$ cat src/drs_pkg.sv
// ----------------------------------------------------------------------------
// drs_pkg - shared definitions for the drift-steered cubic resampler
// Fixed-point formats, field widths, register map and lane control word.
// ----------------------------------------------------------------------------
package drs_pkg;

  // Phase is unsigned Q2.F and step is unsigned Q1.F, one is 2^F
  localparam int PHASE_FRAC_BITS = 24;
  localparam int FIFO_CAPACITY   = 32768;            // power of two, at most 2^F
  localparam int CAP_LOG2        = $clog2(FIFO_CAPACITY);

  localparam int STEP_W  = PHASE_FRAC_BITS + 1;
  localparam int PHASE_W = PHASE_FRAC_BITS + 2;
  localparam int SAMPLE_W = 16;
  localparam int GAIN_W   = 16;
  localparam int FILL_W   = 16;
  localparam int T_W      = 16;                      // interpolation fraction
  localparam int COEF_W   = 20;
  localparam int ACC_W    = 38;
  localparam int Y_SHIFT  = 17;                      // Horner result is 2^17 times the sample

  localparam int LANES   = 2;                        // lane 0 left, lane 1 right
  localparam int MAX_RUN = 2;
  localparam int RUN_W   = $clog2(MAX_RUN + 1);

  localparam logic [PHASE_W-1:0] ONE_PHASE = PHASE_W'(1) << PHASE_FRAC_BITS;
  localparam logic [STEP_W-1:0]  ONE_STEP  = STEP_W'(1) << PHASE_FRAC_BITS;

  // Register map, index is paddr[3:2]
  localparam int CFG_AW   = 4;
  localparam int CFG_DW   = 32;
  localparam logic [1:0] REG_DRIFT_GAIN = 2'd0;
  localparam logic [1:0] REG_STEP_LOWER = 2'd1;
  localparam logic [1:0] REG_STEP_UPPER = 2'd2;

  localparam logic [GAIN_W-1:0] GAIN_RESET  = GAIN_W'(1311);
  localparam logic [STEP_W-1:0] LOWER_RESET = STEP_W'(16609444);
  localparam logic [STEP_W-1:0] UPPER_RESET = STEP_W'(16944988);

  // Horner coefficient select, highest order first
  localparam logic [1:0] COEF_SEL_C2 = 2'd0;
  localparam logic [1:0] COEF_SEL_C1 = 2'd1;
  localparam logic [1:0] COEF_SEL_C0 = 2'd2;

  typedef struct packed {
    logic       load;   // latch coefficients, seed accumulator with C3
    logic       iter;   // one Horner step
    logic [1:0] sel;    // coefficient added in this step
  } lane_ctrl_t;

endpackage

$ cat src/drs_lane.sv
// ----------------------------------------------------------------------------
// drs_lane - one channel of Catmull-Rom interpolation
// Forms the cubic coefficients from four samples and runs Horner in three
// steps on a single multiply-add.
// ----------------------------------------------------------------------------
module drs_lane (
  input  logic                               clk,
  input  drs_pkg::lane_ctrl_t                ctrl,
  input  logic signed [drs_pkg::SAMPLE_W-1:0] s_m1,
  input  logic signed [drs_pkg::SAMPLE_W-1:0] s_0,
  input  logic signed [drs_pkg::SAMPLE_W-1:0] s_1,
  input  logic signed [drs_pkg::SAMPLE_W-1:0] s_2,
  input  logic [drs_pkg::T_W-1:0]            t_frac,
  output logic signed [drs_pkg::ACC_W-1:0]   acc
);
  import drs_pkg::*;

  localparam int P_W = ACC_W + T_W + 1;

  logic signed [COEF_W-1:0] xm, x0, x1, x2;
  logic signed [COEF_W-1:0] c0, c1, c2, c3;
  logic signed [COEF_W-1:0] c0_r, c1_r, c2_r;
  logic signed [COEF_W-1:0] coef;
  logic signed [ACC_W-1:0]  acc_r;
  logic signed [P_W-1:0]    prod;
  logic signed [P_W-1:0]    prod_sh;

  always_comb begin
    xm = COEF_W'(s_m1);
    x0 = COEF_W'(s_0);
    x1 = COEF_W'(s_1);
    x2 = COEF_W'(s_2);
    // twice the textbook coefficients
    c0 = x0 <<< 1;
    c1 = x1 - xm;
    c2 = (xm <<< 1) - (x0 <<< 2) - x0 + (x1 <<< 2) - x2;
    c3 = x2 - xm + (x0 - x1) + ((x0 - x1) <<< 1);
  end

  always_comb begin
    unique case (ctrl.sel)
      COEF_SEL_C2: coef = c2_r;
      COEF_SEL_C1: coef = c1_r;
      default:     coef = c0_r;
    endcase
    prod    = acc_r * $signed({1'b0, t_frac});
    prod_sh = prod >>> T_W;   // floor
  end

  always_ff @(posedge clk) begin
    if (ctrl.load) begin
      c0_r  <= c0;
      c1_r  <= c1;
      c2_r  <= c2;
      // seeding with C3 * 2^16 makes the first step C3*t + C2*2^16 exactly
      acc_r <= ACC_W'(c3) <<< T_W;
    end else if (ctrl.iter) begin
      acc_r <= ACC_W'(prod_sh) + (ACC_W'(coef) <<< T_W);
    end
  end

  assign acc = acc_r;

endmodule

$ cat config.mk
export PLATFORM = sky130hd
export DESIGN_NAME = drs_lane
export DESIGN_NICKNAME = d
export VERILOG_FILES = /design/src/drs_pkg.sv /design/src/drs_lane.sv
export SDC_FILE = /design/constraint.sdc
export NUM_CORES = 2
export LEC_CHECK = 0
export ABC_AREA = 0
export BUFFER_PORTS_ARGS = -buffer_cell sky130_fd_sc_hd__buf_4
export CORE_ASPECT_RATIO = 1.75
export CORE_UTILIZATION = 45
export CTS_CLUSTER_DIAMETER = 200
export DETAILED_ROUTE_END_ITERATION = 8
export GPL_ROUTABILITY_DRIVEN = 0
export GPL_TIMING_DRIVEN = 0
export HOLD_SLACK_MARGIN = 0.12
export PLACE_DENSITY = 0.69
export SETUP_SLACK_MARGIN = 0.5
export SYNTH_ARGS = -nofsm -noshare
export SYNTH_HDL_FRONTEND = slang
export SYNTH_SLANG_ARGS = --single-unit
$ cat constraint.sdc
create_clock -name clk -period 10.18 [get_ports clk]
set_input_delay 2.036 -clock clk [delete_from_list [all_inputs] [get_ports clk]]
set_output_delay 2.036 -clock clk [all_outputs]
set_load 0.01 [all_outputs]
======== Yosys cells after proc, flatten, opt, wreduce, memory -nomap -nowiden ========
Index checks and enable logic that the tools add are counted.
Widths: inputs -> output; s select.
storage, ports and cells
  flip-flop bits (word level) ............. 94
  input bits .............................. 85
  logic and storage cells ................. 22
  output and inout bits ................... 38
cells by class
  add/sub/neg operators ................... 10
  reduce and logical (&&, ||, !) cells .... 2
  eq/ne operators ......................... 1
  muxes and demuxes ....................... 3
  multiply operators ...................... 1
operators by type and width
  kind                number
  $mux 38             2
  $mul 38x17->54      1
  $sub 16x16->17      3
  $pmux 20 s2         1
  $add 38x36->38      1
  $add 20x18->20      1
  $sub 19x16->20      1
  $sub 20x16->20      1
  $add 18x18->19      1
  $sub 17x18->19      1
  $add 17x17->18      1
  $eq 2x1->1 const B  1
  $logic_not 2->1     1
  $reduce_bool 2->1   1

======== Logic depth before layout (Yosys ltp) ========
  depth in word-level cells ............... 5
  gate-level depth with buffers ........... 36
  depth with buffers taken out ............ 35

======== Worst setup path after synthesis ========
Ideal clock, no wire load.
  kind .................................... input to register
  start ................................... input port t_frac[2] (netlist name)
  end ..................................... register acc_r[37], in the netlist acc[37] (data pin)
  arrival ................................. 9793 ps
  buffers on the path ..................... 2
  cell stages on the path ................. 33
  setup time .............................. 268 ps
  data required time ...................... 9912 ps
  slack ................................... 119 ps
  cell sequence ........................... clkbuf_1 clkbuf_1 nand2_1 fa_1 fa_1 fa_1 inv_1 fa_1 fa_1 inv_1 fa_1 inv_1 ha_1 a21oi_1 o21ai_0 a221oi_1 o211ai_1 a31oi_1 o21ai_0 nor2_1 nor2_1 xnor2_1 ha_1 a21o_1 a311oi_4 o21a_1 a31oi_1 a211oi_2 nor3_1 or3b_4 and3_4 nand3_2 nand4b_1
between the ends
  word-level cells in the longest chain between the ends .. 4
RTL lines
  what                  line            text
  from (decl)           drs_lane.sv:13  input logic [drs_pkg::T_W-1:0] t_frac,
  $mul 38x17->54        drs_lane.sv:46  prod = acc_r * $signed({1'b0, t_frac});
  $add 38x36->38        drs_lane.sv:58  acc_r <= ACC_W'(prod_sh) + (ACC_W'(coef) <<< T_W);
  $mux 38               drs_lane.sv:57  end else if (ctrl.iter) begin
  $mux 38               drs_lane.sv:51  if (ctrl.load) begin
  to (signal assigned)  drs_lane.sv:56  acc_r <= ACC_W'(c3) <<< T_W;
  to (signal assigned)  drs_lane.sv:58
  to (decl)             drs_lane.sv:24  logic signed [ACC_W-1:0] acc_r;
Every way passes these cells. The select of a mux whose other input is x is not followed.
A chain may end at the register's enable or synchronous reset.

======== Final worst setup path ========
  start ................................... input port t_frac[10] (netlist name)
  end ..................................... register acc_r[37], in the netlist acc[37] (data pin)
Same word-level chain as after synthesis.

==> qor.txt <==
outcome: finished clean
core area: 64480 um^2
EDFF count, synth: 75
minimum clock period: 9744 ps
total track usage: 27.28%
Max stage delay on crit path: 590 ps
via count: 22840
post-synthesis sequential area ratio: 8.726%
period utilisation layout: 95.72%
Setup violations, final: 0
Worst setup SP type: input port
async set or reset register ratio after synthesis: 0%
Vias/cell: 5.366
area leader, netlist: fa_1
CP dominant cell by count: fa_1
Max Root-Sink Buffers: 2
Num CTS Buffers: 9
H-tree levels: 3
die height: 340.6 um
most frequent cell after synthesis: inv_1
die area: 66580 um^2
Clock Sink Count: 91
# IOs: 123
fin util: 51.71%
WP data arrival: 9890 ps
hpwl dp: 73390 um
Post-DP Area: 31440 um^2
Netlist cell types: 78
RSZ-0062 raised after global routing: yes
Slew headroom: 19.71%
WL final: 87980 um
Synth area leaders: fa_1 44%, inv_1 10%, ha_1 9.3%
clk_lat worst skew: 400 ps
Layout Skew: 25.11 ps
largest net degree at the start of global routing: 55
Gate Count Post-Synth: 3250
top cells by count, synth: 817 x inv_1, 653 x fa_1, 471 x nand2_1, 228 x and2_1, 218 x ha_1
Port Buffers: 106
1st-iter DRT viols: 1052
Mapped Area: 29480 um^2
crit-path max FO: 12
area grow syn2layout: 13.12%
Max-Cap Viols: 0
WP data required: 10330 ps
first-pass GRT wire length: 135700 um
vias in the first global route: 25430
Routed Antenna Nets: 0
Most used DFF post-synth: edfxtp_1
die width: 195.5 um
Crit path buffers/inverters: 7
fmax: 0.1026 GHz
initial antenna violation count: 0
clock-pin transition on the worst setup and hold timing paths: 90 ps
fillcell total: 5887
final cell area excluding filler cells: 33350 um^2
Finished Layout Cells: 4256
nets@finish: 4393
total nets after synthesis: 4206
Least-Margin Pin Slew: 1204 ps
Max Transition Viols Final: 0
CTS tree: done
Crit. End Element: register
router iterations before antenna repair: 5
post-DR wirelength/cell: 20.67 um
Synth Register Bits: 91
# DRC: 0
Worst path top cell family by delay: adder cells
post-synth top area share: 44.34%
Min-Delay Path Class: reg -> reg
gr ovfl total: 0
critical path class: in -> reg
layout cells sized above 1: 10.63%
YS warnings: 0
Crit-path slowest cell: fa_1
placed cell count: 4168
Fin. Hold Viols: 0
Initial Util: 45.72%
root buf cell: clkbuf_16
row count: 123
Syn Area/Cell: 9.071 um^2
==> state kept, by name (all words and copies together) (netlist names) <==
register	cells
acc	38
c2_r	20
c1_r	17
c0_r	16
==> area by class of cell <==
| cell class | count | area (um^2) | share of cell area [%] |
|---|---|---|---|
| antenna | 2 | 5.005 | 0.01501 |
| clock buffer | 9 | 225.2 | 0.6754 |
| tap | 812 | 1016 | 3.047 |
| timing repair buffer | 176 | 1376 | 4.127 |
| buffer | 115 | 1045 | 3.133 |
| multi-input combinational | 2226 | 23960 | 71.86 |
| inverter | 818 | 3070 | 9.208 |
| sequential | 91 | 2572 | 7.714 |
| clock inverter | 7 | 73.82 | 0.2214 |
==> cell usage in the layout, fill, tap and decap left out, types with 16 or more instances in the layout <==
| master | count |
|---|---|
| fa_1 | 638 |
| mux2i_1 | 22 |
| nor2b_1 | 18 |
| xor2_1 | 37 |
| a21o_1 | 41 |
| buf_4 | 166 |
| clkbuf_16 | 23 |
| o21ai_0 | 62 |
| nand2_1 | 467 |
| a21oi_1 | 54 |
| ha_1 | 202 |
| nor2_1 | 80 |
| nand3_1 | 18 |
| nor3_1 | 27 |
| inv_1 | 811 |
| and2_1 | 222 |
| clkbuf_1 | 60 |
| dfxtp_1 | 16 |
| xnor2_1 | 67 |
| edfxtp_1 | 75 |
==> cell families (layout without fill, tap and decap cells) <==
logic type	after synthesis	count (layout)	synth area share [%]
AOI/OAI and AO/OA	298	298	6.736
xor gates and xnor gates	110	110	3.387
adders and majority gates	871	871	53.60
buffers and inverters	933	1125	11.88
DFF	91	91	8.726
muxes	23	23	0.7852
other	0	2	0
and+or+nand+nor	924	924	14.89
==> worst paths after layout <==
check	start	endpoint	slack, ps	depth (start not counted)
worst min register to register	acc[2]	acc[2]	690	2
worst min-delay path	acc[2]	acc[2]	690	2
worst max register to register	acc[12]	acc[37]	870	33
worst max-delay path	t_frac[10]	acc[37]	440	36
==> through the flow <==
| step | hold WS, ps | setup TNS, ps | setup slack [ps] |
|---|---|---|---|
| after floorplan | 539.1 | 0 | 506.1 |
| after global placement | 642.1 | -16230 | -1614 |
| after detailed placement | 649.3 | -17290 | -1638 |
| after CTS | 663.3 | 0 | 359.8 |
| after global routing | 698.8 | 0 | 218.8 |
| final | 690.9 | 0 | 435.7 |
==> what timing repair did <==
item                       in CTS  in global routing
pin swaps                      43                 75
resized for setup             172                 98
hold buffers                    0                  0
cloned                          0                  2
setup buffers                  35                 33
setup endpoints to repair      18                 13
==> worst reg2reg max path, delay by kind of cell (launching register included) <==
family                     cells  cell delay [ps]
DFF                            1              690
adders and majority gates      8             3650
xor gates and xnor gates       1              150
buffers and inverters          4             1060
and+or+nand+nor                8             1260
AOI/OAI and AO/OA             12             2280
==> per-layer routing <==
| metal | GRT usage, % | wire length [um] |
|---|---|---|
| met1 | 25.02 | 27020 |
| met2 | 52.77 | 48440 |
| met3 | 4.388 | 4450 |
| met4 | 20.90 | 8067 |
| met5 | 0 | 0 |
Power is left out: the tool's default activity adds up to more than one toggle a clock period on the data nets, which glitch-free logic cannot reach.
