### src/drs_pkg.sv
// ----------------------------------------------------------------------------
// drs_pkg - shared definitions for the drift-steered cubic resampler
// Fixed-point formats, field widths, register map and lane control word.
// ----------------------------------------------------------------------------
package drs_pkg;

  // Phase is unsigned Q2.F and step is unsigned Q1.F, one is 2^F
  localparam int PHASE_FRAC_BITS = 24;
  localparam int FIFO_CAPACITY   = 32768;            // power of two, at most 2^F
  localparam int CAP_LOG2        = $clog2(FIFO_CAPACITY);

  localparam int STEP_W  = PHASE_FRAC_BITS + 1;
  localparam int PHASE_W = PHASE_FRAC_BITS + 2;
  localparam int SAMPLE_W = 16;
  localparam int GAIN_W   = 16;
  localparam int FILL_W   = 16;
  localparam int T_W      = 16;                      // interpolation fraction
  localparam int COEF_W   = 20;
  localparam int ACC_W    = 38;
  localparam int Y_SHIFT  = 17;                      // Horner result is 2^17 times the sample

  localparam int LANES   = 2;                        // lane 0 left, lane 1 right
  localparam int MAX_RUN = 2;
  localparam int RUN_W   = $clog2(MAX_RUN + 1);

  localparam logic [PHASE_W-1:0] ONE_PHASE = PHASE_W'(1) << PHASE_FRAC_BITS;
  localparam logic [STEP_W-1:0]  ONE_STEP  = STEP_W'(1) << PHASE_FRAC_BITS;

  // Register map, index is paddr[3:2]
  localparam int CFG_AW   = 4;
  localparam int CFG_DW   = 32;
  localparam logic [1:0] REG_DRIFT_GAIN = 2'd0;
  localparam logic [1:0] REG_STEP_LOWER = 2'd1;
  localparam logic [1:0] REG_STEP_UPPER = 2'd2;

  localparam logic [GAIN_W-1:0] GAIN_RESET  = GAIN_W'(1311);
  localparam logic [STEP_W-1:0] LOWER_RESET = STEP_W'(16609444);
  localparam logic [STEP_W-1:0] UPPER_RESET = STEP_W'(16944988);

  // Horner coefficient select, highest order first
  localparam logic [1:0] COEF_SEL_C2 = 2'd0;
  localparam logic [1:0] COEF_SEL_C1 = 2'd1;
  localparam logic [1:0] COEF_SEL_C0 = 2'd2;

  typedef struct packed {
    logic       load;   // latch coefficients, seed accumulator with C3
    logic       iter;   // one Horner step
    logic [1:0] sel;    // coefficient added in this step
  } lane_ctrl_t;

endpackage

### src/drs_merge.sv
// ----------------------------------------------------------------------------
// drs_merge - output stage
// Scales and saturates both lane results and holds the stereo word in the
// output register until it is taken.
// ----------------------------------------------------------------------------
module drs_merge (
  input  logic                                clk,
  input  logic                                rst_n,
  input  logic                                load,
  input  logic                                last,
  input  logic signed [drs_pkg::ACC_W-1:0]    acc_left,
  input  logic signed [drs_pkg::ACC_W-1:0]    acc_right,
  output logic                                free,
  output logic                                out_valid,
  input  logic                                out_stall,
  output logic signed [drs_pkg::SAMPLE_W-1:0] out_left_out,
  output logic signed [drs_pkg::SAMPLE_W-1:0] out_right_out,
  output logic                                out_last_of_run
);
  import drs_pkg::*;

  localparam int Q_W = ACC_W - Y_SHIFT + 1;

  function automatic logic signed [SAMPLE_W-1:0] scale_sat(
    input logic signed [ACC_W-1:0] a
  );
    logic [ACC_W-1:0]      mag;
    logic signed [Q_W-1:0] q;
    logic signed [SAMPLE_W-1:0] y;
    mag = a[ACC_W-1] ? ACC_W'(-a) : ACC_W'(a);
    // truncate toward zero
    q = $signed(Q_W'(mag >> Y_SHIFT));
    if (a[ACC_W-1]) begin
      q = -q;
    end
    priority if (q > $signed(Q_W'(32767))) begin
      y = 16'sh7fff;
    end else if (q < -$signed(Q_W'(32768))) begin
      y = -16'sh8000;
    end else begin
      y = SAMPLE_W'(q);
    end
    return y;
  endfunction

  logic                       valid_r;
  logic signed [SAMPLE_W-1:0] left_r, right_r;
  logic                       last_r;

  assign free = !valid_r || !out_stall;

  always_ff @(posedge clk) begin
    if (!rst_n) begin
      valid_r <= 1'b0;
    end else if (load) begin
      valid_r <= 1'b1;
    end else if (!out_stall) begin
      valid_r <= 1'b0;
    end
  end

  always_ff @(posedge clk) begin
    if (load) begin
      left_r  <= scale_sat(acc_left);
      right_r <= scale_sat(acc_right);
      last_r  <= last;
    end
  end

  assign out_valid       = valid_r;
  assign out_left_out    = left_r;
  assign out_right_out   = right_r;
  assign out_last_of_run = last_r;

endmodule

### config.mk
export PLATFORM = sky130hd
export DESIGN_NAME = drs_merge
export DESIGN_NICKNAME = d
export VERILOG_FILES = /design/src/drs_pkg.sv /design/src/drs_merge.sv
export SDC_FILE = /design/constraint.sdc
export NUM_CORES = 1
export LEC_CHECK = 0
export BUFFER_PORTS_ARGS = -buffer_cell sky130_fd_sc_hd__buf_2
export CORE_AREA = 8 8 78 107
export DETAILED_ROUTE_END_ITERATION = 8
export DIE_AREA = 0 0 86 115
export MAX_ROUTING_LAYER = met4
export PLACE_DENSITY = 0.79
export SLEW_MARGIN = 20
export SYNTH_ARGS = -nofsm -noshare
export SYNTH_HDL_FRONTEND = slang
export SYNTH_SLANG_ARGS = --single-unit
### constraint.sdc
create_clock -name clk -period 7.2 [get_ports clk]
set_clock_uncertainty 0.05 [all_clocks]
set_input_delay 1.08 -clock clk [delete_from_list [all_inputs] [get_ports clk]]
set_output_delay 1.08 -clock clk [all_outputs]
set_load 0.1 [all_outputs]
* Word level (Yosys, flattened, before mapping)
Index checks and enable logic that the tools add are counted.
** Operators by class
- Reductions and logical operators :: 3
- Eq/ne operators :: 1
- Multiplexer cells :: 10
- $lt $le $gt $ge :: 4
- Add/sub/neg operators :: 4
** Operators with widths (count)
- 22-bit two-way mux :: 4
- 38-bit two-way mux :: 2
- 38-bit negation :: 2
- 22-bit by 16-bit greater-than comparator with 1-bit output, second input constant :: 2
- 22-bit by 16-bit less-than comparator with 1-bit output, second input constant :: 2
- 21-bit negation with 22-bit output :: 2
- 16-bit two-way mux :: 2
- 1-bit zero test :: 2
- 1-bit two-way mux :: 2
- 2-bit inequality test, second input constant :: 1
- 1-bit logical OR :: 1
** Storage, ports and cells
- Word-level logic and storage cells :: 26
- Register bits :: 34

* Depth between registers and ports, before layout
- Depth after elaboration :: 7
- Depth in mapped cells :: 16
- Depth with buffers taken out :: 14

* Least setup slack after synthesis
OpenSTA, ideal clock, no wires.
- Kind :: input to register
- Start point :: in acc_left[8] in the netlist's numbering
- End point :: reg left_r[10], in the netlist out_left_out[10] (data pin)
- Required time :: 6.879 ns
- Slack :: 2.572 ns
- Stages on the path :: 15
- Buffers on the path :: 1
- Arrival time :: 4.307 ns
- Path through :: nor4_1 -> nand4_1 -> o41ai_1 -> xor2_1 -> ha_1 -> nand4_1 -> a31oi_1 -> a32o_1 -> nand4_1 -> mux2i_1 -> xnor2_1 -> nand3_1 -> o31ai_2 -> clkbuf_1 -> o21ai_0
** Between the ends
- Cells in the longest elaborated chain, start to end :: 7
** Ends and longest elaborated chain
- start, declared :: line drs_merge.sv:11 : input logic signed [drs_pkg::ACC_W-1:0] acc_left,
- 38-bit negation (*) :: line drs_merge.sv:30 : mag = a[ACC_W-1] ? ACC_W'(-a) : ACC_W'(a);
- 38-bit two-way mux (*) :: line drs_merge.sv:30
- 21-bit negation with 22-bit output :: line drs_merge.sv:34 : q = -q;
- 22-bit two-way mux (*) :: line drs_merge.sv:33 : if (a[ACC_W-1]) begin
- 22-bit two-way mux (*) :: line drs_merge.sv:63 : if (load) begin
- 22-bit by 16-bit less-than comparator with 1-bit output :: line drs_merge.sv:38 : end else if (q < -$signed(Q_W'(32768))) begin
- 16-bit two-way mux :: line drs_merge.sv:38
- end signal, assigned :: line drs_merge.sv:64 : left_r <= scale_sat(acc_left);
- end, declared :: line drs_merge.sv:47 : logic signed [SAMPLE_W-1:0] left_r, right_r;
Mark *: on every way between the ends. The rest lies on a longest branch, timed or not. The select of a mux whose other input is x is not followed.
A chain may end at the register's enable or synchronous reset.

* Worst setup path after layout
- Start point :: in acc_left[12] in the netlist's numbering
- End point :: reg left_r[2], in the netlist out_left_out[2] (data pin)
Same word-level chain as after synthesis.

==> out/qor.yml <==
outcome: "finished clean"
grt_pass1_wl_um: 14500
clk_pin_slew_ns: 0.07
critPathLaunchType: "input port"
yosysTopAreaCell: "edfxtp_1"
reg2reg_depth: 2
grt_pass1_vias: 3330
fill_cells: 619
ys_ff_latch: 34
timing.critical_path.to_type: "flip-flop"
ctsHoldBuffers: 0
rsz0062_at_grt: "no"
hpwl_um: 7300
tritoncts: "done"
post-cts-setup-buffers: 0
fin_crit_sh_pct: 72.0
power.leakage_nw: 1.48
yosysSeqAreaShare_pct: 31.1
clock-sinks: 34
io_pins: 116
worstSkewPairLatency_ns: 0.28
synth-main-ff-cell: "edfxtp_1"
maxCapViolCount: 0
multi_input_area_um2: 2130
clock-root-buffer: "clkbuf_8"
syn_nets: 452
yosysWarnings: 0
overflow: 0
path_class: "in2reg"
final-seq-area_um2: 1010
maxSlewViolCount: 0
slew_headroom_pct: 48.6
place.gp.congestion: 0.904
finalInstanceArea_um2: 3970
ir_worst_vdd_uv: 104
min_path_cells: 2
drive_gt1_share_pct: 34.7
area_growth_pct: 21.8
ys_async_sr_fraction_pct: 0
firstDrtPassIters: 4
switching_power_uw: 278
setup-tns-final_ns: 0
start_util_pct: 47.9
via_per_inst: 5.81
synthDistinctLibCells: 65
die_y_um: 115
combPwrFrac_pct: 39.6
yosys-top-cells-area: "edfxtp_1, xor2_1, xnor2_1"
p_seq_share_pct: 35.8
syn_avg_cell_area_um2: 8.82
preCtsSetupSlack_ns: 1.72
die_w_um: 86
crit_fanout: 15
intPower_uw: 399
cts_buffers: 5
worst_slew_pin_slew_ns: 0.767
setup_viol: 0
clockPowerShare_pct: 24.7
postRouteAntennaNets: 0
drc: 0
antenna_cells: 0
antenna_found_initial: 0
clock_path_buffers: 2
syn-instance-count: 369
layoutNonFillerInstCount: 571
period_needed_ns: 5.18
p_sw_share_pct: 41.1
wl_per_cell_um: 15.5
ctsResizeCount: 0
routed_wl_um: 8860
power_density_nw_per_um2: 171
finalHoldViolCount: 0
post-place-cells: 563
synth_top_area_share_pct: 30.4
fmax_ghz: 0.193
hold_path_class: "reg2reg"
finalWorstSetupSlack_ns: 2.02
placed_cell_area_um2: 3860
syn-cell-area_um2: 3260
dieArea_um2: 9890
critPathArrivalTime_ns: 5.12
required_ns: 7.14
coreArea_um2: 6800
synth_edf_count: 33
nNetsFinal: 558
grt_max_degree: 35
track_usage_pct: 18.3
cts_max_level: 2
first_iter_violations: 165
port-buffer-count: 115
core.rowCount: 36
vias: 3315
==> Yosys cell counts, drive strengths merged (3+ instances only) <==
master  count
nor4       19
o21ai      46
nand2      34
clkbuf      7
xor2       32
nand4      10
a21oi       8
mux2i       6
nor3       15
buf         9
inv         5
and2        5
nor2       24
o41ai       4
or3         6
and4        6
o31ai       6
or2         9
xnor2      16
and3       11
edfxtp     33
a31o        4
a31oi       3
nor2b       3
nand3      12
==> cells in the final DEF (no fill, tap or decap), drive strengths merged, types with 4 or more instances in the layout <==
master,Yosys,routed
buf,9,115
o21ai,46,46
nand2,34,34
edfxtp,33,33
xor2,32,32
nor2,24,24
nor4,19,19
xnor2,16,16
nor3,15,15
nand3,12,12
and3,11,11
nand4,10,10
or2,9,9
a21oi,8,8
and4,6,6
mux2i,6,6
o31ai,6,6
or3,6,6
and2,5,5
inv,5,5
clkbuf,7,5
a31o,4,4
o41ai,4,4
==> flip-flops by register name, indices dropped and copies added (netlist names) <==
name             count
out_left_out        16
out_valid            1
out_last_of_run      1
out_right_out       16
==> final cells by class <==
cell class | count | share of cell area, %
Clock inverter | 3 | 1.01
Clock buffer | 5 | 1.74
Multi-Input combinational cell | 314 | 53.8
Inverter | 5 | 0.473
Sequential cell | 34 | 25.5
Timing Repair Buffer | 115 | 14.5
Tap cell | 95 | 3.00
==> power groups by stage <==
stage / Clock (mW) / Sequential [mW] / Combinational, mW
2_1_floorplan: 0 / 0.377 / 0.0711
5_1_grt: 0.177 / 0.244 / 0.282
6_report: 0.167 / 0.242 / 0.268
3_3_place_gp: 0 / 0.247 / 0.263
4_1_cts: 0.169 / 0.242 / 0.268
3_5_place_dp: 0 / 0.246 / 0.268
==> metrics by stage <==
stage	hold slack [ns]	util, %	total power [mW]
2_1_floorplan	0.930	-	0.448
3_3_place_gp	0.456	56.7	0.510
3_5_place_dp	0.478	56.7	0.514
4_1_cts	0.487	58.3	0.679
5_1_grt	0.524	58.3	0.704
6_report	0.483	58.3	0.677
==> worst max-delay path, cell delays in order <==
cell and delay [ns]:
buf_2 0.10, nor4_1 0.54, nand4_1 0.23, o31ai_1 0.31
xor2_1 0.27, ha_1 0.29, nand4_1 0.12, a31oi_1 0.16
a32o_1 0.31, nand4_1 0.26, mux2i_1 0.28, xnor2_1 0.16
nand3_1 0.11, o31ai_2 0.70, o21ai_0 0.21
==> routing by layer <==
metal  global-route usage, %  up-vias  wire (um)
li1                        -     1633          -
met1                    18.2     1546       3350
met2                    35.0      127       4940
met3                    3.08        9        474
met4                    5.63        0        102
met5                       -        -          0
==> worst paths after layout <==
check                                             from                            end  slack, ns
worst max register to register  out_valid$_SDFFE_PN0P_         out_valid$_SDFFE_PN0P_       6.55
worst max-delay path                      acc_left[12]  out_left_out[2]$_SDFFCE_PN1P_       2.02
worst min-delay path            out_valid$_SDFFE_PN0P_         out_valid$_SDFFE_PN0P_       0.48
worst min register to register  out_valid$_SDFFE_PN0P_         out_valid$_SDFFE_PN0P_       0.48
==> logic make-up after synthesis <==
logic type | count (synthesis) | share of synthesized area [%]
AO/OA/AOI/OAI | 90 | 20.1
adder cells (fa/ha/maj) | 2 | 0.769
buffers and inverters | 21 | 3.46
XOR/XNOR | 48 | 12.9
multiplexers | 8 | 2.54
flip-flops | 34 | 31.1
AND/OR/NAND/NOR | 166 | 29.2
Note: power is estimated with default switching activity, not from simulation.
