### src/drs_pkg.sv
// ----------------------------------------------------------------------------
// drs_pkg - shared definitions for the drift-steered cubic resampler
// Fixed-point formats, field widths, register map and lane control word.
// ----------------------------------------------------------------------------
package drs_pkg;

  // Phase is unsigned Q2.F and step is unsigned Q1.F, one is 2^F
  localparam int PHASE_FRAC_BITS = 24;
  localparam int FIFO_CAPACITY   = 32768;            // power of two, at most 2^F
  localparam int CAP_LOG2        = $clog2(FIFO_CAPACITY);

  localparam int STEP_W  = PHASE_FRAC_BITS + 1;
  localparam int PHASE_W = PHASE_FRAC_BITS + 2;
  localparam int SAMPLE_W = 16;
  localparam int GAIN_W   = 16;
  localparam int FILL_W   = 16;
  localparam int T_W      = 16;                      // interpolation fraction
  localparam int COEF_W   = 20;
  localparam int ACC_W    = 38;
  localparam int Y_SHIFT  = 17;                      // Horner result is 2^17 times the sample

  localparam int LANES   = 2;                        // lane 0 left, lane 1 right
  localparam int MAX_RUN = 2;
  localparam int RUN_W   = $clog2(MAX_RUN + 1);

  localparam logic [PHASE_W-1:0] ONE_PHASE = PHASE_W'(1) << PHASE_FRAC_BITS;
  localparam logic [STEP_W-1:0]  ONE_STEP  = STEP_W'(1) << PHASE_FRAC_BITS;

  // Register map, index is paddr[3:2]
  localparam int CFG_AW   = 4;
  localparam int CFG_DW   = 32;
  localparam logic [1:0] REG_DRIFT_GAIN = 2'd0;
  localparam logic [1:0] REG_STEP_LOWER = 2'd1;
  localparam logic [1:0] REG_STEP_UPPER = 2'd2;

  localparam logic [GAIN_W-1:0] GAIN_RESET  = GAIN_W'(1311);
  localparam logic [STEP_W-1:0] LOWER_RESET = STEP_W'(16609444);
  localparam logic [STEP_W-1:0] UPPER_RESET = STEP_W'(16944988);

  // Horner coefficient select, highest order first
  localparam logic [1:0] COEF_SEL_C2 = 2'd0;
  localparam logic [1:0] COEF_SEL_C1 = 2'd1;
  localparam logic [1:0] COEF_SEL_C0 = 2'd2;

  typedef struct packed {
    logic       load;   // latch coefficients, seed accumulator with C3
    logic       iter;   // one Horner step
    logic [1:0] sel;    // coefficient added in this step
  } lane_ctrl_t;

endpackage

### src/drs_step.sv
// ----------------------------------------------------------------------------
// drs_step - rate step update
// Scales the fill error by the drift gain (one registered multiply), then
// clamps 1 +/- d to the configured bounds.
// ----------------------------------------------------------------------------
module drs_step (
  input  logic                        clk,
  input  logic                        load,
  input  logic [drs_pkg::FILL_W-1:0]  fill_level,
  input  logic [drs_pkg::GAIN_W-1:0]  drift_gain,
  input  logic [drs_pkg::STEP_W-1:0]  step_lower,
  input  logic [drs_pkg::STEP_W-1:0]  step_upper,
  output logic [drs_pkg::STEP_W-1:0]  step_new
);
  import drs_pkg::*;

  localparam int E_W    = FILL_W + 2;
  localparam int M_W    = FILL_W + 1;
  localparam int R_SH   = PHASE_FRAC_BITS - CAP_LOG2;
  localparam int R_W    = M_W + R_SH;
  localparam int PROD_W = R_W + GAIN_W;
  localparam int D_W    = PROD_W - Y_SHIFT;
  localparam int S_W    = D_W + 2;

  logic signed [E_W-1:0]    err;
  logic                     err_neg;
  logic [M_W-1:0]           err_mag;
  logic [R_W-1:0]           ratio;
  logic [PROD_W-1:0]        prod;
  logic [D_W-1:0]           d_r;
  logic                     neg_r;
  logic signed [S_W-1:0]    step_raw;

  always_comb begin
    err     = $signed({1'b0, fill_level, 1'b0}) - $signed(E_W'(FIFO_CAPACITY));
    err_neg = err[E_W-1];
    err_mag = err_neg ? M_W'(-err) : M_W'(err);
    // division by a power-of-two capacity is exact as a shift
    ratio   = R_W'(err_mag) << R_SH;
    prod    = PROD_W'(ratio) * PROD_W'(drift_gain);
  end

  always_ff @(posedge clk) begin
    if (load) begin
      d_r   <= D_W'(prod >> Y_SHIFT);
      neg_r <= err_neg;
    end
  end

  always_comb begin
    if (neg_r) begin
      step_raw = $signed(S_W'(ONE_STEP)) - $signed(S_W'(d_r));
    end else begin
      step_raw = $signed(S_W'(ONE_STEP)) + $signed(S_W'(d_r));
    end
    // a negative step wraps huge, so it lands on the upper bound
    priority if (!step_raw[S_W-1] && (step_raw < $signed(S_W'(step_lower)))) begin
      step_new = step_lower;
    end else if (step_raw[S_W-1] || (step_raw > $signed(S_W'(step_upper)))) begin
      step_new = step_upper;
    end else begin
      step_new = STEP_W'(step_raw);
    end
  end

endmodule

### config.mk
export PLATFORM = sky130hd
export DESIGN_NAME = drs_step
export DESIGN_NICKNAME = d
export VERILOG_FILES = /design/src/drs_pkg.sv /design/src/drs_step.sv
export SDC_FILE = /design/constraint.sdc
export NUM_CORES = 1
export LEC_CHECK = 0
export BUFFER_PORTS_ARGS = -buffer_cell sky130_fd_sc_hd__buf_2
export CAP_MARGIN = 10
export CORE_ASPECT_RATIO = 1.1
export CORE_UTILIZATION = 50
export DETAILED_ROUTE_END_ITERATION = 10
export PLACE_DENSITY_LB_ADDON = 0.1
export SYNTH_ARGS = -nofsm -noshare
export SYNTH_HDL_FRONTEND = slang
export SYNTH_SLANG_ARGS = --single-unit
### constraint.sdc
create_clock -name clk -period 10.3 [get_ports clk]
set_clock_uncertainty 0.05 [all_clocks]
set_input_delay 0 -clock clk [delete_from_list [all_inputs] [get_ports clk]]
set_output_delay 0 -clock clk [all_outputs]
set_load 0.1 [all_outputs]
## After elaboration in Yosys (flattened, before gate mapping)

Cells that the tools add are included.

- Output and inout bits: 25
- Word-level logic and storage cells: 16
- Flip-flop bits (word level): 26
- Bits of input ports: 84

- Muxes and demuxes: 4
- Add/sub/neg operators: 4
- $mul: 1
- Reduce and logical (&&, ||, !) cells: 3
- Magnitude comparators: 2

Operators by type and width:

| cell | number |
|---|---|
| $mux W25 | 2 |
| $mul A17 B16 Y33 | 1 |
| $gt A27 B26 Y1 | 1 |
| $lt A27 B26 Y1 | 1 |
| $mux W27 | 1 |
| $add A25 B25 Y26 const A | 1 |
| $sub A25 B25 Y26 const A | 1 |
| $sub A17 B16 Y18 const B | 1 |
| $mux W17 | 1 |
| $neg A17 Y17 | 1 |
| $logic_and A1 B1 Y1 | 1 |
| $logic_not A1 Y1 | 1 |
| $logic_or A1 B1 Y1 | 1 |

## Longest topological paths before layout

Gate-level depths: netlist of run 1.

- Depth after elaboration: 6
- Gate-level depth with buffers: 30
- Depth with buffers taken out: 28

## Worst setup path after synthesis of run 1

Ideal clock, no wire load.

- Path kind: input-to-reg
- From: input fill_level[5] (netlist name)
- To: register d_r[24] (data pin)
- Arrival: 6.823 ns
- Path slack: 3.167 ns
- Cell stages on the path: 27
- Setup time: 0.260 ns
- Data required time: 9.990 ns
- Buffers on the path: 1
- Path through: nor4_1 > nand2b_1 > or3_1 > o41ai_1 > xnor2_1 > clkbuf_1 > and2_1 > fa_1 > inv_1 > fa_1 > inv_1 > fa_1 > fa_1 > fa_1 > inv_1 > fa_1 > inv_1 > ha_1 > a21o_1 > a21o_1 > a21oi_1 > nor3b_1 > a31oi_1 > a41o_1 > a311o_1 > a21oi_1 > xnor2_1

- Cells in the longest elaborated chain, start to end: 4

Ends and longest elaborated chain:

| what | line | source |
|---|---|---|
| start, declared | drs_step.sv:9 | `input logic [drs_pkg::FILL_W-1:0] fill_level,` |
| $sub A17 B16 Y18 (*) | drs_step.sv:35 | `err = $signed({1'b0, fill_level, 1'b0}) - $signed(E_W'(FIFO_CAPACITY));` |
| $neg A17 Y17 | drs_step.sv:37 | `err_mag = err_neg ? M_W'(-err) : M_W'(err);` |
| $mux W17 (*) | drs_step.sv:37 |  |
| $mul A17 B16 Y33 (*) | drs_step.sv:40 | `prod = PROD_W'(ratio) * PROD_W'(drift_gain);` |
| named net prod[41] | drs_step.sv:29 | `logic [PROD_W-1:0] prod;` |
| end signal, assigned | drs_step.sv:45 | `d_r <= D_W'(prod >> Y_SHIFT);` |
| end, declared | drs_step.sv:30 | `logic [D_W-1:0] d_r;` |

The timed path passes the listed nets; every way through them passes the cells marked *.
A chain may end at the register's enable or synchronous reset.

## Worst setup path in the final report of run 1

- From: input fill_level[14] (netlist name)
- To: register d_r[24] (data pin)

- Elaborated cells between the ends (all ways): 4
- Classes of those cells: 2 x add/sub; 1 x mul; 1 x mux

RTL lines:

| what | line | source |
|---|---|---|
| $sub A17 B16 Y18 | drs_step.sv:35 |  |
| named net err[17] | drs_step.sv:25 | `logic signed [E_W-1:0] err;` |
| $mux W17 | drs_step.sv:37 |  |
| $mul A17 B16 Y33 | drs_step.sv:40 |  |
| named net prod[41] | drs_step.sv:29 |  |

The timed path passes the listed nets, and every way through them passes these cells.

==> summary.txt, run 1 <==
Finish
  • Area Overhead vs Synth: 8.16%
  • Antenna diodes: 0
  • # nets final: around 1,800
  • Non-Filler Instances: between 1,500 and 2,000
  • Layout cells sized above 1: around 10%
  • Final core utilization: 55.7%

Route
  • Via Count: roughly 8,600
  • DRC errors left: 0
  • WL per Instance: about 15 um
  • Via density: between 5 and 6
  • Iter 0 DRT Violations: roughly 420
  • DRT antenna net count: 0
  • DRT Wirelength: about 25,000 um
  • Number of detailed-routing iterations run before antenna repair: 5

Worst hold path
  • Hold Path Stages: 1
  • HP Class: input port to flip-flop

Logic synthesis
  • Synth area leader: fa_1
  • Synth Flop Type: edfxtp_1
  • Synth top area share: 33.6%
  • Syn avg cell area: roughly 9.0 sq um
  • Synth area leaders: fa_1, ha_1, inv_1
  • Syn nets: 1,712
  • Distinct cells, synth: 56
  • Sequential element share of the synthesized area: under 10%
  • Top-count cell post-synth: inv_1
  • Post-Syn Area: about 11,000 sq um
  • Synth Instances: 1,282
  • Asr flop ratio synth: 0%
  • Post-synth top cells: inv_1, fa_1, nand2_1
  • Post-synth EDFFs: 26
  • Synth Warn #: 0
  • Seq cells post-synth: 26

STA
  • Final max-slew violation count: 0
  • Period minus WS final: about 7.4 ns
  • RSZ-0062 raised after global routing: no
  • Final setup vio count: 0
  • Slew headroom: roughly 29%
  • FMAX: between 100 and 150 MHz
  • Hold Slack: around 0.23 ns
  • Period utilisation layout: around 72%
  • Worst-Margin Slew: between 1 and 1.5 ns
  • Setup tns final: 0 ns
  • Final Hold Viols: 0

Place
  • GPL Wtd Cong: between 0.8 and 0.9
  • # port buffers: 108
  • Placed Cells: ~1,700
  • DP Wirelength: between 20,000 and 25,000 um

Global route
  • Vias in the first global route: 8,877
  • Tot GR Track Use: roughly 23%
  • First-pass GRT wire length: around 43,000 um
  • Largest net degree at the start of global routing: 27
  • Initial antenna violation count: 0
  • Overflow after GRT: 0

Worst setup path
  • Required @ worst endpoint: ~10 ns
  • Critical Path Start Type: input port
  • CP Capture Type: flip-flop
  • CP max FO: 18
  • Setup CP Type: input port to flip-flop
  • Arrival @ worst endpoint: 7.36 ns

Clocking
  • H-tree lvl count: 1
  • CTS tree: yes
  • Root Buffer: clkbuf_16
  • Post-CTS Setup Repair Bufs: 0
  • Reg clk slew, reported paths: 0.07 ns
  • CTS Sinks: 26
  • Post-cts gate resize count: 0
  • TritonCTS Buffers: 3
  • Hold Buf Count CTS: 0
  • CTS max path bufs: 2

Die
  • Starting Density: between 50% and 60%
  • Area of the die: roughly 24,000 sq um
  • Rows: between 50 and 60
  • I/O pin total: 109
  • Core area: ~22,000 sq um
  • DIE WIDTH: about 150 um
  • Die height: roughly 160 um

Flow run
  • Max cap viols: 0

Outcome
  • Outcome: finished clean
[area by class of cell]
class	count	area (sq um)
clock buffer	3	75.1
multi-input combinational	940	9530
fill	2084	9890
tap	295	369
sequential	26	781
inverter	276	1040
timing repair buffer	121	638
clock inverter	1	3.75
[flip-flops by register name, summed over array words and instances (netlist names)]
name / count
d_r: 25
neg_r: 1
[logic make-up after synthesis]
| group | share of synthesized area [%] |
|---|---|
| and+or+nand+nor | 15.9 |
| adders and majority gates | 50.3 |
| buffers and inverters | 10.6 |
| AOI/OAI and AO/OA | 7.04 |
| DFF | 6.79 |
| xor gates and xnor gates | 4.88 |
| muxes | 4.46 |
[worst paths after layout]
| kind | from | end | slack [ns] |
|---|---|---|---|
| setup / recovery | fill_level[14] | d_r[24] | 2.92 |
| hold / removal | load | d_r[24] | 0.23 |
[cells in the final DEF, fill, tap and decap left out, types with 4 or more instances in the layout]
cell / n
xor2_1: 17
edfxtp_1: 26
xnor2_2: 4
nand3_1: 4
o21ai_0: 26
and2_1: 116
buf_2: 108
a21oi_1: 31
nor4_1: 6
nor2_1: 17
inv_1: 276
ha_1: 153
or4_1: 4
nand2b_1: 9
o31ai_1: 9
buf_4: 13
o41ai_1: 7
mux2i_1: 49
nor2b_1: 13
a21o_1: 27
fa_1: 193
nand2_1: 162
xnor2_1: 43
nand4_1: 9
[worst max-delay path, stage by stage]
cell and delay (ns):
buf_2 0.09, inv_1 0.09, ha_1 0.53, o31ai_1 0.27, xnor2_1 0.57, buf_4 0.28
nand2_1 0.10, fa_1 0.53, fa_1 0.51, inv_1 0.05, fa_1 0.48, fa_1 0.52
fa_1 0.54, inv_1 0.05, fa_1 0.52, inv_1 0.04, ha_1 0.33, a21o_1 0.17
a21o_1 0.16, a21oi_1 0.17, nor3b_1 0.20, a31oi_1 0.21, a41o_1 0.32, a311o_1 0.35
a21oi_1 0.18, xnor2_1 0.08
[metal layers]
layer	routed length (um)	vias up	track usage (%)
li1	-	4169	-
met1	12200	4110	31.4
met2	11600	249	38.8
met3	1310	24	2.51
met4	361	0	4.50
met5	0	-	0
[metrics by stage]
step	instance area, sq um	worst slack [ns]
floorplan	11500	3.17
global placement	12300	2.77
detailed placement	12300	2.62
CTS	12400	2.92
global route	12400	2.52
finish	12400	2.92
Power of run 1 is not shown: default switching activity piles up to over one toggle a cycle in this logic, so the estimate is an artifact.
==> run 2: changes to the inputs <==
--- a/config.mk
+++ b/config.mk
@@ -5,6 +5,7 @@
 export SDC_FILE = /design/constraint.sdc
 export NUM_CORES = 1
 export LEC_CHECK = 0
+export ABC_AREA = 1
 export BUFFER_PORTS_ARGS = -buffer_cell sky130_fd_sc_hd__buf_2
 export CAP_MARGIN = 10
 export CORE_ASPECT_RATIO = 1.1
==> constraint.sdc (replaced) <==
create_clock -name clk -period 6.3 [get_ports clk]
set_clock_uncertainty 0.05 [all_clocks]
set_input_delay 0 -clock clk [delete_from_list [all_inputs] [get_ports clk]]
set_output_delay 0 -clock clk [all_outputs]
set_load 0.1 [all_outputs]
==> summary.txt, run 2 <==
Finish
  • Most flops, register: d_r
  • Layout cells sized above 1: 16.4% (+6.3 points)
  • Post-route cell area: 14,400 sq um (+16%)
  • Area Overhead vs Synth: 16.0%
  • Most common cell after layout, fill and taps aside: inv_1
  • Largest registers: d_r x25, neg_r x1
  • # nets final: 2,321 (+29%)
  • Antenna diodes: 0 (unchanged)
  • Most frequent cells in the layout: inv_1, nand2_1, fa_1
  • Non-Filler Instances: 2,199 (+32%)
  • Final core utilization: 58.9% (+3.3 points)
  • FILL cells: 2,334 (+12%)
  • Number of flip-flops in the largest register: 25 (unchanged)

Global route
  • Initial antenna violation count: 0 (unchanged)
  • Overflow after GRT: 0 (unchanged)
  • Largest net degree at the start of global routing: 27 (unchanged)
  • Tot GR Track Use: 27.7% (+4.9 points)
  • First-pass GRT wire length: 55,900 um (+30%)
  • Vias in the first global route: 11,500 (+29%)

Worst setup path
  • Setup CP Type: input port to flip-flop
  • Critical Path Start Type: input port
  • Required @ worst endpoint: 6.25 ns (-4.02 ns)
  • Arrival @ worst endpoint: 5.99 ns (-1.37 ns)
  • CP Capture Type: flip-flop
  • CP max FO: 8 (-10)
  • Slowest stage cell, crit path: fa_1
  • Critical path's largest stage delay: 0.52 ns (-0.05 ns)

Worst hold path
  • HP Class: input port to flip-flop
  • Hold wc startpoint: load
  • Hold Path Stages: 1 (unchanged)
  • WHS Endpoint: d_r[22]

Logic synthesis
  • Post-synth top cells: inv_1, nand2_1, fa_1
  • Synth Instances: 1,703 (+33%)
  • Seq cells post-synth: 26 (unchanged)
  • Post-synth EDFFs: 26 (unchanged)
  • Sequential element share of the synthesized area: 6.30% (-0.50 points)
  • Synth Area in XOR/XNOR: 3.67% (-1.2 points)
  • Post-Syn Area: 12,400 sq um (+7.9%)
  • Synth Warn #: 0 (unchanged)
  • Syn avg cell area: 7.28 sq um (-19%)
  • Distinct cells, synth: 47 (-16%)
  • Top-count cell post-synth: inv_1
  • Synth Area in Adders: 46.6% (-3.7 points)
  • Syn nets: 2,133 (+25%)
  • Asr flop ratio synth: 0% (unchanged)
  • Largest family of logic cells by synthesized area: adder cells
  • Synth area leaders: fa_1, ha_1, inv_1
  • Multiplexer share of the synthesized area: 0% (-4.5 points)
  • Synth top area share: 31.2% (-2.5 points)
  • Synth Area in Compound Gates: 6.39% (-0.66 points)
  • Synth Flop Type: edfxtp_1
  • Synth area leader: fa_1
  • Post-synthesis simple-gate area fraction: 22.8% (+6.9 points)

Clocking
  • H-tree lvl count: 1 (unchanged)
  • Reg clk slew, reported paths: 0.06 ns (about the same)
  • CTS max path bufs: 2 (unchanged)
  • CTS tree: yes
  • Hold Buf Count CTS: 0 (unchanged)
  • TritonCTS Buffers: 3 (unchanged)
  • Root Buffer: clkbuf_16
  • CTS Sinks: 26 (unchanged)

Flow run
  • Max cap viols: 0 (unchanged)

STA
  • Worst-Margin Slew: 0.591 ns (-0.464 ns)
  • Final Hold Viols: 0 (unchanged)
  • Final setup vio count: 0 (unchanged)
  • Final max-slew violation count: 0 (unchanged)
  • Period utilisation layout: 95.9%
  • FMAX: ~170 MHz
  • Hold Slack: 0.215 ns (-0.00964 ns)
  • Period minus WS final: approximately 6.0 ns
  • Slew headroom: 60.6% (+32 points)

Place
  • DP Wirelength: 29,900 um (+41%)
  • # port buffers: 108 (unchanged)
  • Area after DPL: 14,000 sq um (+13%)
  • Placed Cells: 2,190 (+32%)
  • GPL Wtd Cong: 0.967 (+14%)

Die
  • Starting Density: 50.8% (-0.66 points)
  • Die height: 167 um (+3.8%)
  • I/O pin total: 109 (unchanged)
  • DIE WIDTH: 152 um (+3.8%)
  • Core area: 24,400 sq um (+9.3%)
  • Area of the die: 25,400 sq um (+7.8%)
  • Rows: 60 (+5.3%)

Route
  • Via density: 5.09 (-1.1%)
  • DRT antenna net count: 0 (unchanged)
  • Number of detailed-routing iterations run before antenna repair: 8 (+3)
  • WL per Instance: 15.4 um (+0.83%)
  • Via Count: 11,200 (+31%)
  • Iter 0 DRT Violations: 583 (+38%)
  • DRT Wirelength: 34,000 um (+33%)
  • DRC errors left: 14 (+14)

Outcome
  • Violated checks: DRC
  • Outcome: finished, violations left
run 2: kinds of logic after synthesis:
kind of cell	Yosys count
adder cells (fa/ha/maj)	346
flip-flops	26
AO/OA/AOI/OAI	141
AND/OR/NAND/NOR	684
buffers and inverters	454
XOR/XNOR	52
run 2: repair_timing:
item	CTS	global route
setup buffers	0	6
gates resized for setup	1	69
pin swaps	0	17
cloned	0	0
setup endpoints to repair	5	20
run 2: critical path: cells and delay by family:
family	cells	cell delay [ns]
compound gates	5	0.73
simple gates	10	1.02
buf+inv	8	0.59
xor+xnor	1	0.16
fa+ha+maj	8	3.47
run 2: worst max-delay path by stage:
stage                             start  endpoint  slack (ns)  cells after the start
after floorplan           fill_level[0]   d_r[24]        0.01                     32
final                     fill_level[0]   d_r[17]        0.26                     32
after detailed placement  fill_level[0]   d_r[24]       -0.35                     33
after global placement    fill_level[0]   d_r[15]       -0.26                     33
after CTS                 fill_level[0]   d_r[24]        0.05                     33
after global routing      fill_level[0]   d_r[15]       -0.04                     29
run 2: layout make-up:
cell class / instances / area [sq um] / area share [%]
multi-input combinational: 1223 / 10100 / 70.3
inverter: 414 / 1560 / 10.9
timing repair buffer: 223 / 1460 / 10.2
sequential: 26 / 781 / 5.43
tap: 310 / 388 / 2.70
clock buffer: 3 / 75.1 / 0.522
run 2: stage by stage:
stage / setup WS (ns) / setup TNS [ns]
3_5_place_dp: -0.346 / -4.21
6_report: 0.261 / 0
5_1_grt: -0.0379 / -0.138
4_1_cts: 0.0489 / 0
2_1_floorplan: 0.0140 / 0
3_3_place_gp: -0.264 / -2.32
run 2: metal layers:
metal / vias up / global-route usage (%) / wire length (um)
met1: 5250 / 32.5 / 13700
met4: 0 / 12.5 / 1750
met3: 76 / 0.828 / 1240
met5: - / 0 / 0
met2: 314 / 52.5 / 17300
li1: 5556 / - / -
Power of run 2 is left out for the same reason.
